**config.mk**
```make
export PLATFORM = sky130hd
export DESIGN_NAME = trtcp_bucket
export DESIGN_NICKNAME = d
export VERILOG_FILES = /design/src/design/trtcp_bucket.sv
export SDC_FILE = /design/constraint.sdc
export NUM_CORES = 2
export LEC_CHECK = 0
export BUFFER_PORTS_ARGS = -buffer_cell sky130_fd_sc_hd__buf_2
export CAP_MARGIN = 20
export CORE_AREA = 2 2 390 392
export DETAILED_ROUTE_END_ITERATION = 10
export DIE_AREA = 0 0 392 394
export PLACE_DENSITY = 0.43
export SYNTH_ARGS = -nofsm -noshare
export SYNTH_HDL_FRONTEND = slang
export SYNTH_SLANG_ARGS = --single-unit
```
**constraint.sdc**
```tcl
create_clock -name vclk -period 17.8
set_input_delay 0 -clock vclk [all_inputs]
set_output_delay 0 -clock vclk [all_outputs]
set_load 0.01 [all_outputs]
```
**src/design/trtcp_bucket.sv**
```systemverilog
// Token bucket refill: tokens plus rate times elapsed seconds, saturated at the burst size when refill is enabled.
`timescale 1ns / 1ps
`default_nettype none
module trtcp_bucket (
   input  wire logic [31:0] tokens,
   input  wire logic [31:0] rate,
   input  wire logic [31:0] elapsed,
   input  wire logic [31:0] burst,
   input  wire logic        refill_enable,
   output logic      [31:0] refilled
);

   logic [63:0] product;
   logic [63:0] sum;

   // 64 bits hold the worst case: (2^32-1)^2 + 2^32-1 < 2^64
   assign product = {32'd0, rate} * {32'd0, elapsed};
   assign sum     = product + {32'd0, tokens};

   always_comb begin
      if (!refill_enable) begin
         // no elapsed time: a fill above a lowered burst is kept
         refilled = tokens;
      end else if (sum > {32'd0, burst}) begin
         refilled = burst;
      end else begin
         refilled = sum[31:0];
      end
   end

endmodule
`default_nettype wire

```
==> reports/results.tsv <==
stage	metric	value	unit
floorplanning	chipWidth	392	um
setup_path	startpoint_type	input port	
global_route	grt_pass1_vias	31109	
clocking	cts-resized-gates	0	
timing	finalMaxSlewViolations	0	
worst_hold_path	hold_path_startpoint	burst[0]	
timing	hold_violations	0	
yosys	synth.area.top_cells	fa_1, inv_1, ha_1	
timing	setup_viol	0	
setup_path	worst_setup_path_end_kind	output port	
floorplanning	die-area	154000	um2
global_route	grt_first_pass_wirelength	194000	um
yosys	synth_top_area_cell	fa_1	
floorplanning	start_util	0.247	
clocking	cts_hold_buffers	0	
global_route	grt_start_max_net_pins	100	
yosys	synth_cell_type_count	69	
setup_path	crit_top_cell	fa_1	
yosys	synthCells	4390	
outcome	outcome	finished clean	
timing	fmax	89.7	MHz
global_route	grt_overflow	0	
route	detailedRoute.firstPassIterationCount	5	
yosys	seq_area_frac_synth	0	
placed_design	dp_hpwl	102000	um
setup_path	max_stage_delay	740	ps
timing	maxSlewHeadroom	0.274	
worst_hold_path	hold_class	in2out	
timing	fin_setup_tns	0	ps
yosys	syn_nets	5742	
timing	fin_crit_sh	0.626	
setup_path	startpoint	rate[22]	
finish	clkbuf_count	0	
yosys	synth-warning-count	0	
floorplanning	rows	143	
worst_hold_path	hold_path_end	refilled[0]	
setup_path	cp_max_fo	64	
route	wl	122000	um
setup_path	worstPathRequired	17800	ps
clocking	cts_setup_buffers	0	
route	vias_per_cell	4.48	
global_route	groute.usage.overall	0.161	
route	drt_iter0_markers	1627	
floorplanning	ioPinCount	161	
finish	seq_area	0	um2
setup_path	slowest_stage	buf_2	
setup_path	crit_arrival	11150	ps
placed_design	io_buffers	161	
worst_hold_path	hold_depth	4	
floorplanning	core	151000	um2
route	num_vias	28435	
finish	syn2layout_area_growth	6.34	%
finish	seq_cells	0	
finish	multi_input_area	32000	um2
setup_path	crit_type	in2out	
route	wire_per_inst	19.2	um
route	postRouteAntennaNets	0	
finish	layout_commonest_cell	inv_1	
flow_run	cap_violations	0	
timing	fin_crit	11150	ps
yosys	synth_top_area_frac	0.499	
timing	worstMarginPinSlew	1090	ps
global_route	antenna_found_initial	12	
route	drc	0	
timing	rsz0062_at_grt	no	
yosys	avgSynthCellArea	8.49	um2
floorplanning	die_y	394	um
placed_design	place_congestion	0.919	
yosys	synth_area	37300	um2
finish	n_fill_cell	16629	
finish	most-common-layout-cells	inv_1, fa_1, nand2_1	
finish	drive_gt1_frac	0.0459	
finish	nets	5667	
cell type report:
| cell class | count | share of cell area |
|---|---|---|
| multi-input combinational | 3044 | 0.809 |
| tap | 2030 | 0.0641 |
| inverter | 1090 | 0.103 |
| antenna | 4 | 0.000253 |
| timing repair buffer | 179 | 0.0237 |
Yosys cell counts (all sizes together) (7+ instances only):
cell / number
o2111ai: 8
xnor2: 26
o21ai: 64
o21a: 10
or2: 36
nor2: 68
o211ai: 7
ha: 295
o22a: 30
o21bai: 8
clkbuf: 220
fa: 928
xor2: 13
a211oi: 17
nand4: 78
a21oi: 95
buf: 34
nand2b: 10
a31oi: 11
nand2: 677
nor2b: 9
inv: 1089
nor4: 14
and2: 473
nor3: 19
a221oi: 7
a21o: 15
nand3: 50
logic make-up after synthesis:
kind of cell,count (synthesis),synth area share
adder cells (fa/ha/maj),1223,0.598
AND/OR/NAND/NOR,1465,0.196
XOR/XNOR,40,0.00977
buffers and inverters,1346,0.140
multiplexers,8,0.00225
AO/OA/AOI/OAI,308,0.0544
worst max-delay path, delay by kind of cell:
kind	cells	cell delay [ps]
fa+ha+maj	10	4840
xor+xnor	1	430
buf+inv	9	1990
simple gates	13	3390
compound gates	3	460
per-stage QoR:
| step | instances | util | setup WS (ps) | instance area (um2) | hold WS, ps |
|---|---|---|---|---|---|
| 5_1_grt | 6347 | 0.263 | 6080 | 39600 | 421 |
| 4_1_cts | 6343 | 0.263 | 6730 | 39600 | 398 |
| 6_report | 6347 | 0.263 | 6650 | 39600 | 393 |
| 3_5_place_dp | 6343 | 0.263 | 6770 | 39600 | 397 |
| 2_1_floorplan | 4390 | - | 8500 | 37300 | 164 |
| 3_3_place_gp | 6343 | 0.263 | 6750 | 39600 | 405 |
per-layer routing:
layer,wire [um],vias to the layer above,track usage,part of all wire
met2,58500,523,0.271,0.48
met1,58100,15027,0.235,0.48
met5,34,-,0,0.00028
met3,3690,88,0.00669,0.030
li1,-,12791,-,-
met4,1760,6,0.0198,0.014
worst max path at each step:
| stage | cells past startpoint | to | slack [ps] |
|---|---|---|---|
| floorplan | 37 | refilled[11] | 8500 |
| global placement | 36 | refilled[28] | 6750 |
| detailed placement | 35 | refilled[26] | 6770 |
| CTS | 35 | refilled[26] | 6730 |
| global route | 37 | refilled[28] | 6080 |
| finish | 36 | refilled[28] | 6650 |
Power is left out: the tool's default activity adds up to more than one toggle a clock period on the data nets, which glitch-free logic cannot reach.
